## src/hw/rtl/tlspq_pkg.sv

```systemverilog
// ----------------------------------------------------------------------------
// tlspq_pkg
// Shared types and codes of the three-level strict-priority queue.
// ----------------------------------------------------------------------------
package tlspq_pkg;

    localparam int NUM_LEVELS = 3;
    localparam int LVL_W      = 2;

    localparam int CMD_W   = 1;
    localparam int PRI_W   = 3;
    localparam int VALUE_W = 32;
    localparam int STAT_W  = 2;
    localparam int SERVE_W = 2;

    // s_tdata: priority_req, push_value; m_tdata: pop_value, served_level
    localparam int S_TDATA_W = 40;
    localparam int M_TDATA_W = 40;
    localparam int S_TUSER_W = 1;
    localparam int M_TUSER_W = 2;

    localparam logic [CMD_W-1:0] CMD_PUSH = 1'b0;
    localparam logic [CMD_W-1:0] CMD_POP  = 1'b1;

    localparam logic [STAT_W-1:0] ST_OK     = 2'd0;
    localparam logic [STAT_W-1:0] ST_FULL   = 2'd1;
    localparam logic [STAT_W-1:0] ST_EMPTY  = 2'd2;
    localparam logic [STAT_W-1:0] ST_BADPRI = 2'd3;

    // datapath to controller
    typedef struct packed {
        logic is_pop;
        logic pri_valid;
        logic lvl_full;
        logic all_empty;
        logic out_free;
    } dp_status_t;

    // controller to datapath
    typedef struct packed {
        logic              capture;
        logic              commit_push;
        logic              commit_pop;
        logic              load_imm;
        logic              load_mem;
        logic [STAT_W-1:0] imm_status;
    } dp_cmd_t;

endpackage

```

## src/hw/rtl/three_level_strict_priority_queue_core.sv

```systemverilog
// ----------------------------------------------------------------------------
// three_level_strict_priority_queue_core
// Three ring-buffer FIFOs, levels 1 to 3, served in strict priority order.
// ----------------------------------------------------------------------------
// Sequence: the word is captured on accept; a push or a refused word has its
// result loaded in EXEC, while a pop that finds a word reads the store into a
// register in EXEC and is loaded in READ. Both states wait while the result
// register is held. The sequencer handles one word at a time.
// Reset (aresetn low, synchronous): all levels empty, pointers at slot 0,
// no result pending. Store contents are not cleared.
// ----------------------------------------------------------------------------
module three_level_strict_priority_queue_core #(
    parameter int LEVEL_DEPTH = 16,
    parameter int DATA_WIDTH  = 32
) (
    input  logic                            aclk,
    input  logic                            aresetn,
    input  logic                            s_tvalid,
    output logic                            s_tready,
    // [2:0] priority_req, [34:3] push_value, [39:35] zero
    input  logic [tlspq_pkg::S_TDATA_W-1:0] s_tdata,
    // [0] cmd
    input  logic [tlspq_pkg::S_TUSER_W-1:0] s_tuser,
    output logic                            m_tvalid,
    input  logic                            m_tready,
    // [31:0] pop_value, [33:32] served_level, [39:34] zero
    output logic [tlspq_pkg::M_TDATA_W-1:0] m_tdata,
    // [1:0] status
    output logic [tlspq_pkg::M_TUSER_W-1:0] m_tuser
);
    import tlspq_pkg::*;

    dp_status_t dp_status;
    dp_cmd_t    dp_cmd;

    tlspq_ctrl u_ctrl (
        .aclk     (aclk),
        .aresetn  (aresetn),
        .s_tvalid (s_tvalid),
        .s_tready (s_tready),
        .status   (dp_status),
        .cmd      (dp_cmd)
    );

    tlspq_dp #(
        .LEVEL_DEPTH (LEVEL_DEPTH),
        .DATA_WIDTH  (DATA_WIDTH)
    ) u_dp (
        .aclk     (aclk),
        .aresetn  (aresetn),
        .s_tdata  (s_tdata),
        .s_tuser  (s_tuser),
        .cmd      (dp_cmd),
        .status   (dp_status),
        .m_tvalid (m_tvalid),
        .m_tready (m_tready),
        .m_tdata  (m_tdata),
        .m_tuser  (m_tuser)
    );

endmodule

```

## src/hw/rtl/tlspq_ctrl.sv

```systemverilog
// ----------------------------------------------------------------------------
// tlspq_ctrl
// Sequencer: take a word, decide push or pop, commit, load the result.
// ----------------------------------------------------------------------------
module tlspq_ctrl (
    input  logic                  aclk,
    input  logic                  aresetn,
    input  logic                  s_tvalid,
    output logic                  s_tready,
    input  tlspq_pkg::dp_status_t status,
    output tlspq_pkg::dp_cmd_t    cmd
);
    import tlspq_pkg::*;

    localparam logic [1:0] S_IDLE = 2'd0;
    localparam logic [1:0] S_EXEC = 2'd1;
    localparam logic [1:0] S_READ = 2'd2;

    logic [1:0] state_reg;
    logic [1:0] state_next;

    always_ff @(posedge aclk) begin
        if (!aresetn) begin
            state_reg <= S_IDLE;
        end else begin
            state_reg <= state_next;
        end
    end

    always_comb begin
        state_next     = state_reg;
        s_tready       = 1'b0;
        cmd            = '0;
        cmd.imm_status = ST_OK;
        unique case (state_reg)
            S_IDLE: begin
                s_tready = 1'b1;
                if (s_tvalid) begin
                    cmd.capture = 1'b1;
                    state_next  = S_EXEC;
                end
            end
            S_EXEC: begin
                // hold until the result register can take a word
                if (status.out_free) begin
                    if (!status.is_pop) begin
                        cmd.load_imm = 1'b1;
                        state_next   = S_IDLE;
                        if (!status.pri_valid) begin
                            cmd.imm_status = ST_BADPRI;
                        end else if (status.lvl_full) begin
                            cmd.imm_status = ST_FULL;
                        end else begin
                            cmd.imm_status  = ST_OK;
                            cmd.commit_push = 1'b1;
                        end
                    end else if (status.all_empty) begin
                        cmd.load_imm   = 1'b1;
                        cmd.imm_status = ST_EMPTY;
                        state_next     = S_IDLE;
                    end else begin
                        cmd.commit_pop = 1'b1;
                        state_next     = S_READ;
                    end
                end
            end
            S_READ: begin
                if (status.out_free) begin
                    cmd.load_mem = 1'b1;
                    state_next   = S_IDLE;
                end
            end
            default: begin
                state_next = S_IDLE;
            end
        endcase
    end

endmodule

```

## src/hw/rtl/tlspq_dp.sv

```systemverilog
// ----------------------------------------------------------------------------
// tlspq_dp
// Ring-buffer store, per-level pointers and counts, result register.
// ----------------------------------------------------------------------------
module tlspq_dp #(
    parameter int LEVEL_DEPTH = 16,
    parameter int DATA_WIDTH  = 32
) (
    input  logic                              aclk,
    input  logic                              aresetn,
    input  logic [tlspq_pkg::S_TDATA_W-1:0]   s_tdata,
    input  logic [tlspq_pkg::S_TUSER_W-1:0]   s_tuser,
    input  tlspq_pkg::dp_cmd_t                cmd,
    output tlspq_pkg::dp_status_t             status,
    output logic                              m_tvalid,
    input  logic                              m_tready,
    output logic [tlspq_pkg::M_TDATA_W-1:0]   m_tdata,
    output logic [tlspq_pkg::M_TUSER_W-1:0]   m_tuser
);
    import tlspq_pkg::*;

    localparam int IW    = (LEVEL_DEPTH > 1) ? $clog2(LEVEL_DEPTH) : 1;
    localparam int CW    = $clog2(LEVEL_DEPTH + 1);
    localparam int WORDS = NUM_LEVELS * LEVEL_DEPTH;
    localparam int AW    = $clog2(WORDS);
    localparam logic [AW-1:0] DEPTH_A  = AW'(LEVEL_DEPTH);
    localparam logic [CW-1:0] DEPTH_C  = CW'(LEVEL_DEPTH);
    localparam logic [IW-1:0] LAST_IDX = IW'(LEVEL_DEPTH - 1);

    logic [DATA_WIDTH-1:0] mem [WORDS];

    logic [CMD_W-1:0]   cmd_reg;
    logic [PRI_W-1:0]   pri_reg;
    logic [VALUE_W-1:0] val_reg;

    logic [IW-1:0] head_reg [NUM_LEVELS];
    logic [IW-1:0] tail_reg [NUM_LEVELS];
    logic [CW-1:0] cnt_reg  [NUM_LEVELS];

    logic [DATA_WIDTH-1:0] rd_data_reg;
    logic [LVL_W-1:0]      pop_lv_reg;

    logic                m_valid_reg;
    logic [VALUE_W-1:0]  pop_value_reg;
    logic [STAT_W-1:0]   status_reg;
    logic [SERVE_W-1:0]  served_reg;

    logic [2**LVL_W-1:0] full_vec;
    logic [2**LVL_W-1:0] busy_vec;
    logic [LVL_W-1:0]    push_lv;
    logic [LVL_W-1:0]    pop_lv;
    logic [IW-1:0]       tail_sel;
    logic [IW-1:0]       head_sel;
    logic [AW-1:0]       wr_addr;
    logic [AW-1:0]       rd_addr;
    logic                pri_valid;
    logic                out_free;

    function automatic logic [IW-1:0] next_slot(input logic [IW-1:0] idx);
        return (idx == LAST_IDX) ? '0 : idx + 1'b1;
    endfunction

    assign pri_valid = (pri_reg != '0) && (pri_reg <= PRI_W'(NUM_LEVELS));
    assign push_lv   = LVL_W'(pri_reg - 1'b1);
    assign out_free  = !m_valid_reg || m_tready;

    always_comb begin
        full_vec = '0;
        busy_vec = '0;
        tail_sel = '0;
        head_sel = '0;
        for (int i = 0; i < NUM_LEVELS; i++) begin
            full_vec[i] = (cnt_reg[i] == DEPTH_C);
            busy_vec[i] = (cnt_reg[i] != '0);
        end
        // strict priority: lowest-numbered level with words wins
        if (busy_vec[0]) begin
            pop_lv = LVL_W'(0);
        end else if (busy_vec[1]) begin
            pop_lv = LVL_W'(1);
        end else begin
            pop_lv = LVL_W'(2);
        end
        for (int i = 0; i < NUM_LEVELS; i++) begin
            if (push_lv == LVL_W'(i)) begin
                tail_sel = tail_reg[i];
            end
            if (pop_lv == LVL_W'(i)) begin
                head_sel = head_reg[i];
            end
        end
    end

    assign wr_addr = AW'(push_lv) * DEPTH_A + AW'(tail_sel);
    assign rd_addr = AW'(pop_lv) * DEPTH_A + AW'(head_sel);

    always_comb begin
        status.is_pop    = (cmd_reg == CMD_POP);
        status.pri_valid = pri_valid;
        status.lvl_full  = pri_valid && full_vec[push_lv];
        status.all_empty = (busy_vec == '0);
        status.out_free  = out_free;
    end

    // control state
    always_ff @(posedge aclk) begin
        if (!aresetn) begin
            for (int i = 0; i < NUM_LEVELS; i++) begin
                head_reg[i] <= '0;
                tail_reg[i] <= '0;
                cnt_reg[i]  <= '0;
            end
            m_valid_reg <= 1'b0;
        end else begin
            for (int i = 0; i < NUM_LEVELS; i++) begin
                if (cmd.commit_push && push_lv == LVL_W'(i)) begin
                    tail_reg[i] <= next_slot(tail_reg[i]);
                    cnt_reg[i]  <= cnt_reg[i] + 1'b1;
                end
                if (cmd.commit_pop && pop_lv == LVL_W'(i)) begin
                    head_reg[i] <= next_slot(head_reg[i]);
                    cnt_reg[i]  <= cnt_reg[i] - 1'b1;
                end
            end
            if (cmd.load_imm || cmd.load_mem) begin
                m_valid_reg <= 1'b1;
            end else if (m_tready) begin
                m_valid_reg <= 1'b0;
            end
        end
    end

    // payload
    always_ff @(posedge aclk) begin
        if (cmd.capture) begin
            cmd_reg <= s_tuser[CMD_W-1:0];
            pri_reg <= s_tdata[PRI_W-1:0];
            val_reg <= s_tdata[PRI_W +: VALUE_W];
        end
        if (cmd.commit_push) begin
            mem[wr_addr] <= DATA_WIDTH'($signed(val_reg));
        end
        if (cmd.commit_pop) begin
            rd_data_reg <= mem[rd_addr];
            pop_lv_reg  <= pop_lv;
        end
        if (cmd.load_imm) begin
            pop_value_reg <= '0;
            status_reg    <= cmd.imm_status;
            served_reg    <= (cmd.imm_status == ST_OK) ? SERVE_W'(pri_reg) : '0;
        end else if (cmd.load_mem) begin
            pop_value_reg <= VALUE_W'($signed(rd_data_reg));
            status_reg    <= ST_OK;
            served_reg    <= SERVE_W'(pop_lv_reg) + 1'b1;
        end
    end

    assign m_tvalid = m_valid_reg;
    assign m_tdata  = {{(M_TDATA_W - VALUE_W - SERVE_W){1'b0}}, served_reg, pop_value_reg};
    assign m_tuser  = status_reg;

endmodule
```

## config.mk

```make
export PLATFORM = sky130hd
export DESIGN_NAME = three_level_strict_priority_queue_core
export DESIGN_NICKNAME = d
export VERILOG_FILES = /design/src/hw/rtl/tlspq_pkg.sv /design/src/hw/rtl/three_level_strict_priority_queue_core.sv /design/src/hw/rtl/tlspq_ctrl.sv /design/src/hw/rtl/tlspq_dp.sv
export SDC_FILE = /design/constraint.sdc
export NUM_CORES = 2
export LEC_CHECK = 0
export BUFFER_PORTS_ARGS = -buffer_cell sky130_fd_sc_hd__buf_2
export CORE_MARGIN = 5
export CORE_UTILIZATION = 60
export DETAILED_ROUTE_END_ITERATION = 7
export GPL_ROUTABILITY_DRIVEN = 0
export PLACE_DENSITY = 0.76
export SLEW_MARGIN = 15
export SYNTH_ARGS = -nofsm -noshare
export SYNTH_HDL_FRONTEND = slang
export SYNTH_SLANG_ARGS = --single-unit
```

## constraint.sdc

```tcl
create_clock -name aclk -period 7.8 [get_ports aclk]
set_input_delay 0.39 -clock aclk [delete_from_list [all_inputs] [get_ports aclk]]
set_output_delay 0.39 -clock aclk [all_outputs]
set_load 0.02 [all_outputs]
```

=== After elaboration in Yosys (flattened, before gate mapping) ===
Memories as Yosys holds them, arrays and structs flattened. A register that Yosys moved wholly into a read port is not among the register bits.
Cells that the tools add are included.

* Bits in registers: 77
* Bits in latches: 0
* Bits in writable memories: 1575
* Memory bits (read-only): 0
* Input bits: 45
* Word-level logic and storage cells: 166
* Memories kept: 4

* Add/sub/neg operators: 16
* Multiply operators: 0
* Div/mod/pow operators: 0
* Magnitude comparators: 2
* Equal/unequal tests: 18
* Shift-type cells: 0
* Multiplexer cells: 82
* Bitwise logic cells: 12
* Reductions and logical operators: 23

{| class="wikitable"
|+ Memory list
! name !! words !! width !! read ports !! clocked after memory_dff !! wr ports !! line !! text
|-
| u_dp.mem || 48 || 32 || 1 || 1 || 1 || tlspq_dp.sv:30 || <nowiki>logic [DATA_WIDTH-1:0] mem [WORDS];</nowiki>
|-
| u_dp.cnt_reg || 3 || 5 || 3 || 0 || 3 || tlspq_dp.sv:38 || <nowiki>logic [CW-1:0] cnt_reg [NUM_LEVELS];</nowiki>
|-
| u_dp.head_reg || 3 || 4 || 3 || 0 || 3 || tlspq_dp.sv:36 || <nowiki>logic [IW-1:0] head_reg [NUM_LEVELS];</nowiki>
|-
| u_dp.tail_reg || 3 || 4 || 3 || 0 || 3 || tlspq_dp.sv:37 || <nowiki>logic [IW-1:0] tail_reg [NUM_LEVELS];</nowiki>
|}

{| class="wikitable"
|+ Operators with widths
! kind !! count
|-
| 4-bit two-way mux || 18
|-
| 1-bit two-way mux || 37
|-
| 2-bit two-way mux || 17
|-
| 5-bit two-way mux || 6
|-
| 4-bit by 1-bit adder with 4-bit output, second input constant || 6
|-
| 4-bit == test, second input constant || 6
|-
| 5-bit by 1-bit adder with 5-bit output, second input constant || 3
|-
| 5-bit == test, second input constant || 3
|-
| 5-bit nonzero test || 3
|-
| 5-bit by 1-bit subtractor with 5-bit output, second input constant || 3
|-
| 6-bit by 4-bit adder with 6-bit output || 2
|-
| 1-bit OR || 12
|-
| 1-bit logical AND || 8
|-
| 2-bit zero test || 4
|-
| 2-bit by 1-bit == test with 1-bit output, second input constant || 3
|-
| 2-bit == test, second input constant || 3
|-
| 3-bit two-way mux || 2
|-
| 2-bit one-hot mux with 3 select lines || 1
|-
| 4-bit zero test || 1
|-
| 2-bit by 1-bit inequality test with 1-bit output, second input constant || 2
|-
| 2-bit nonzero test || 2
|-
| 3-bit by 2-bit less-or-equal comparator with 1-bit output, second input constant || 1
|-
| 2-bit by 3-bit < comparator with 1-bit output, second input constant || 1
|-
| 3-bit AND reduction || 1
|-
| other kinds (7) || 8
|}

=== Depth between registers and ports, before layout ===
An unclocked memory read counts as a cell.

* Depth in word-level cells: 16
* Depth in mapped cells: 14
* Mapped depth without buffers: 13

=== Hierarchy ===
From an unflattened synthesis, not the netlist that was laid out.

* Cells, all modules: 3657
* Area, all modules: 65421.5 µm²

{| class="wikitable"
|+ Modules (own cells, without submodules)
! module !! times used !! cells an instance !! area each (µm²)
|-
| tlspq_dp || 1 || 3636 || 65236.3
|-
| tlspq_ctrl || 1 || 21 || 185.2
|}

=== Worst setup path before layout ===
No wires, ideal clock.

* Path type: reg2reg
* Start: register u_dp.pri_reg[0]
* End: memory u_dp.mem[32][0], enable pin
* Setup time: 0.421 ns
* Data arrival time: 3.531 ns
* Data required time: 7.379 ns
* Slack: 3.848 ns
* Stages on the path, launching flop included: 11
* Period minus slack after synthesis: 3.952 ns
* Cells stage by stage: edfxtp_1 -> inv_1 -> ha_1 -> a41oi_1 -> a311oi_1 -> nor4_1 -> clkbuf_1 -> nand2_1 -> or2_2 -> clkbuf_1 -> nor2_1

* Word-level cells in the longest chain between the ends: 11
* Elaborated cells on any way between the ends: 21

{| class="wikitable"
|+ Ends and longest elaborated chain
! item !! line !! text
|-
| start: declaration || tlspq_dp.sv:33 || <nowiki>logic [PRI_W-1:0] pri_reg;</nowiki>
|-
| start signal: assignment || tlspq_dp.sv:137 || <nowiki>pri_reg <= s_tdata[PRI_W-1:0];</nowiki>
|-
| 2-bit by 1-bit subtractor with 2-bit output || tlspq_dp.sv:64 || <nowiki>assign push_lv = LVL_W'(pri_reg - 1'b1);</nowiki>
|-
| 1-bit binary-select mux with 2-bit select || tlspq_dp.sv:100 || <nowiki>status.lvl_full = pri_valid && full_vec[push_lv];</nowiki>
|-
| 1-bit two-way mux (not written as such) || tlspq_dp.sv:100 ||
|-
| 1-bit logical AND || tlspq_dp.sv:100 ||
|-
| 1-bit two-way mux || tlspq_ctrl.sv:51 || <nowiki>end else if (status.lvl_full) begin</nowiki>
|-
| 1-bit two-way mux || tlspq_ctrl.sv:49 || <nowiki>if (!status.pri_valid) begin</nowiki>
|-
| 1-bit two-way mux || tlspq_ctrl.sv:46 || <nowiki>if (!status.is_pop) begin</nowiki>
|-
| 3-bit two-way mux || tlspq_ctrl.sv:45 || <nowiki>if (status.out_free) begin</nowiki>
|-
| 3-bit two-way mux || tlspq_ctrl.sv:35 || <nowiki>unique case (state_reg)</nowiki>
|-
| 1-bit two-way mux || tlspq_dp.sv:140 || <nowiki>if (cmd.commit_push) begin</nowiki>
|-
| 1-bit two-way mux (not written as such) || tlspq_dp.sv:141 || <nowiki>mem[wr_addr] <= DATA_WIDTH'($signed(val_reg));</nowiki>
|-
| end: declaration || tlspq_dp.sv:30 ||
|}

Parallel ways exist; a longest one is shown, timed or not. The select of a mux whose other input is x is not followed.

==> summary.txt <==
Power
  – Max VDD drop: 0.0002305 V
  – Pleak: 0.02389 uW
  – Power Dens Cells: 256.9 nW/um^2

Detailed routing
  – DRT Wirelength: 173.1 mm
  – Met3 wire length: 24.00 mm
  – Initial DRC Count: 6082
  – DRC viols: 0
  – Wire length on met2: 80.20 mm
  – WL/cell: 31.36 um
  – Post-DR vias/cell: 6.804
  – Routed Antenna Nets: 0
  – Vias: 37.56k
  – Detailed Routing Iterations Pass 1: 7
  – Top sig layer: met5
  – Met1 wire length: 61.70 mm

Global routing
  – Initial antenna violation count: 5
  – Vias in the first global route: 36.94k
  – First-pass GRT wire length: 250.0 mm
  – Grt ovf: 0
  – Largest net degree at the start of global routing: 180
  – Total track usage: 29.87%

STA
  – Fmax: 190.0 MHz
  – RSZ-0062 raised after global routing: false
  – Final min period: 5.262 ns
  – Count of final hold-check violations: 0
  – Skew final: 0.02386 ns
  – Setup tns final: 0 ns
  – Max Slew Vio Count: 0
  – Worst-Margin Slew: 1.229 ns
  – Crit share post-route: 67.46%
  – Final WS setup: 2.538 ns
  – Endpoints failing setup: 0
  – Worst rel slew slack: 17.87%

Placed design
  – Buffers added on ports: 77
  – Placed cell count: 5185
  – Detailed Place HPWL: 94.51 mm
  – Pre-CTS setup slack: 2.682 ns

Critical path
  – Worst R2R Start: u_dp.cnt_reg[1][2]$_SDFFCE_PN0P_
  – Worst setup EP type: flip-flop
  – Worst reg2reg path depth: 10
  – Worst reg-to-reg setup slack: 2.54 ns
  – Worst path required time: 8.29 ns
  – CP Class: reg2reg
  – Setup crit start kind: flip-flop
  – CP Max Fanout: 38
  – R2R Path End: u_dp.cnt_reg[0][4]$_SDFFCE_PN0P_
  – WP data arrival: 5.75 ns

Synth
  – YS warnings: 0
  – Post-synth EDFFs: 1649
  – Yosys reg bits: 1684
  – Post-synthesis instance total: 3776
  – Yosys cell types: 69
  – Synth async-reset ratio: 0%
  – Register area share after synthesis: 76.93%
  – Syn Area/Cell: 17.29 um^2
  – Commonest register cell after synthesis: edfxtp_1
  – Post-Syn Area: 65280 um^2

Status
  – Status: finished, final reports clean

Floorplanning
  – Ports: 89
  – Initial Util: 60.22%
  – Total die area: 115500 um^2
  – DIE HEIGHT: 339.9 um
  – Die width: 339.9 um
  – Rows: 121
  – Core footprint: 108400 um^2

Cells and area
  – P&R area growth vs syn: 12.33%
  – Most common cell after layout, fill and taps aside: edfxtp_1
  – Max reg flops: 1536
  – Layout fillers: 6684
  – Net count reported at finish: 4046
  – Proportion of layout cells with a drive suffix above 1: 17.25%
  – Finished Layout Cells: 5520
  – Reg with most FFs: u_dp.mem
  – Most frequent cells in the layout: edfxtp_1 (1649), nand2_1 (522), mux4_2 (206)

Worst hold path
  – Hold Path Stages: 2
  – Hold endpoint: u_dp.val_reg[20]$_DFFE_PP_
  – Hold Path Origin: s_tdata[23]
  – Hold WC Path Type: in2reg

Clocking
  – CTS buffer count: 164
  – CTS tree: built
  – CTS Root Cell: clkbuf_16
  – Clock sinks: 1684
  – Clock latency on the worst-skew pair: 0.77 ns
  – Clock transition at path regs: 0.06 ns
  – Htree depth: 4
  – Maximum clock path buffer count: 3

Run
  – Max Cap Viol: 0
-- worst max path at each step --
stage                                                 from                               end  slack [ns]  cells after the start
final                     u_dp.cnt_reg[1][2]$_SDFFCE_PN0P_  u_dp.cnt_reg[0][4]$_SDFFCE_PN0P_        2.54                     10
after detailed placement  u_dp.cnt_reg[1][2]$_SDFFCE_PN0P_    u_dp.rd_data_reg[19]$_DFFE_PP_        2.68                      8
after CTS                 u_dp.cnt_reg[1][2]$_SDFFCE_PN0P_    u_dp.rd_data_reg[19]$_DFFE_PP_        2.63                      8
after global routing      u_dp.cnt_reg[1][2]$_SDFFCE_PN0P_    u_dp.rd_data_reg[19]$_DFFE_PP_        2.41                      8
after global placement    u_dp.cnt_reg[1][2]$_SDFFCE_PN0P_  u_dp.cnt_reg[0][4]$_SDFFCE_PN0P_        2.79                     10
after floorplan                  u_dp.pri_reg[0]$_DFFE_PP_         u_dp.mem[32][0]$_DFFE_PP_        3.85                     10
-- layer usage --
layer  up-vias  global-route usage (%)
li1      15360                       -
met1     18900                   41.93
met2      2867                   45.36
met3       427                   8.378
met4         4                   11.82
met5         -                       0
-- cell families (layout without fill, tap and decap cells) --
| logic type | count (synthesis) | after routing | share of synthesized area (%) |
|---|---|---|---|
| adder cells (fa/ha/maj) | 22 | 22 | 0.4447 |
| multiplexers | 260 | 260 | 7.935 |
| AO/OA/AOI/OAI | 635 | 635 | 6.628 |
| other | 1 | 7 | 0.005744 |
| buffers and inverters | 248 | 572 | 1.936 |
| flip-flops | 1684 | 1684 | 76.93 |
| AND/OR/NAND/NOR | 907 | 907 | 5.869 |
| XOR/XNOR | 19 | 19 | 0.2549 |
-- synth_stat cells (all sizes together), types with 12 or more instances --
cell type / instances / share of area (%)
o21ai: 48 / 0.37
dfxtp: 35 / 1.1
ha: 20 / 0.38
inv: 29 / 0.17
nor2: 201 / 1.2
nand2: 522 / 3.0
and2: 13 / 0.12
a22oi: 72 / 0.83
a32oi: 35 / 0.47
nand2b: 12 / 0.11
a211oi: 75 / 0.86
a22o: 31 / 0.42
a2bb2oi: 12 / 0.17
clkbuf: 115 / 0.66
a21oi: 194 / 1.5
xnor2: 14 / 0.19
mux4: 206 / 7.1
o22ai: 13 / 0.12
edfxtp: 1649 / 76
a221oi: 37 / 0.51
buf: 104 / 1.1
a31oi: 48 / 0.46
o211ai: 14 / 0.16
nor3: 15 / 0.11
and3: 39 / 0.37
nand3: 53 / 0.41
mux2i: 54 / 0.83
-- metrics by stage --
stage	total power, uW	hold WS (ns)	cell area [um^2]	utilization [%]
6_report	18830	0.3366	73330	67.65
5_1_grt	19400	0.3212	73320	67.64
4_1_cts	18860	0.2911	73280	67.61
3_5_place_dp	11520	0.4481	67910	62.65
3_3_place_gp	11490	0.4399	67910	62.65
2_1_floorplan	11120	0.4579	65300	-
-- worst max-delay path, cell delays in order, from the launching register on --
cell      delay, ns
edfxtp_1       0.44
nor4_2         0.86
nand4_1        0.86
o311a_4        0.97
nand2_1        0.59
nor2_1         0.22
fa_1           0.45
a21o_1         0.19
a21oi_1        0.17
xnor2_1        0.14
nor2_1         0.06
-- area by class of cell --
| class | count | area, um^2 | share of cell area (%) |
|---|---|---|---|
| clock inverter | 85 | 653.1 | 0.8907 |
| tap | 1414 | 1769 | 2.413 |
| multi-input combinational | 1849 | 14320 | 19.52 |
| inverter | 29 | 108.9 | 0.1485 |
| timing repair buffer | 251 | 1929 | 2.631 |
| antenna | 1 | 2.502 | 0.003413 |
| clock buffer | 207 | 4329 | 5.904 |
| sequential | 1684 | 50220 | 68.49 |
-- what timing repair did --
item                                   CTS  global route
resized for setup                        0             0
endpoints found under the hold margin   39             0
hold buffers                            39             0
buffers inserted                         0             0
-- where the power goes --
group,switching (uW),internal (uW)
clock network,3290,4170
registers,47.9,10000
logic,860,451
total,4200,14600
No activity file was read; power rests on OpenSTA's default activity.
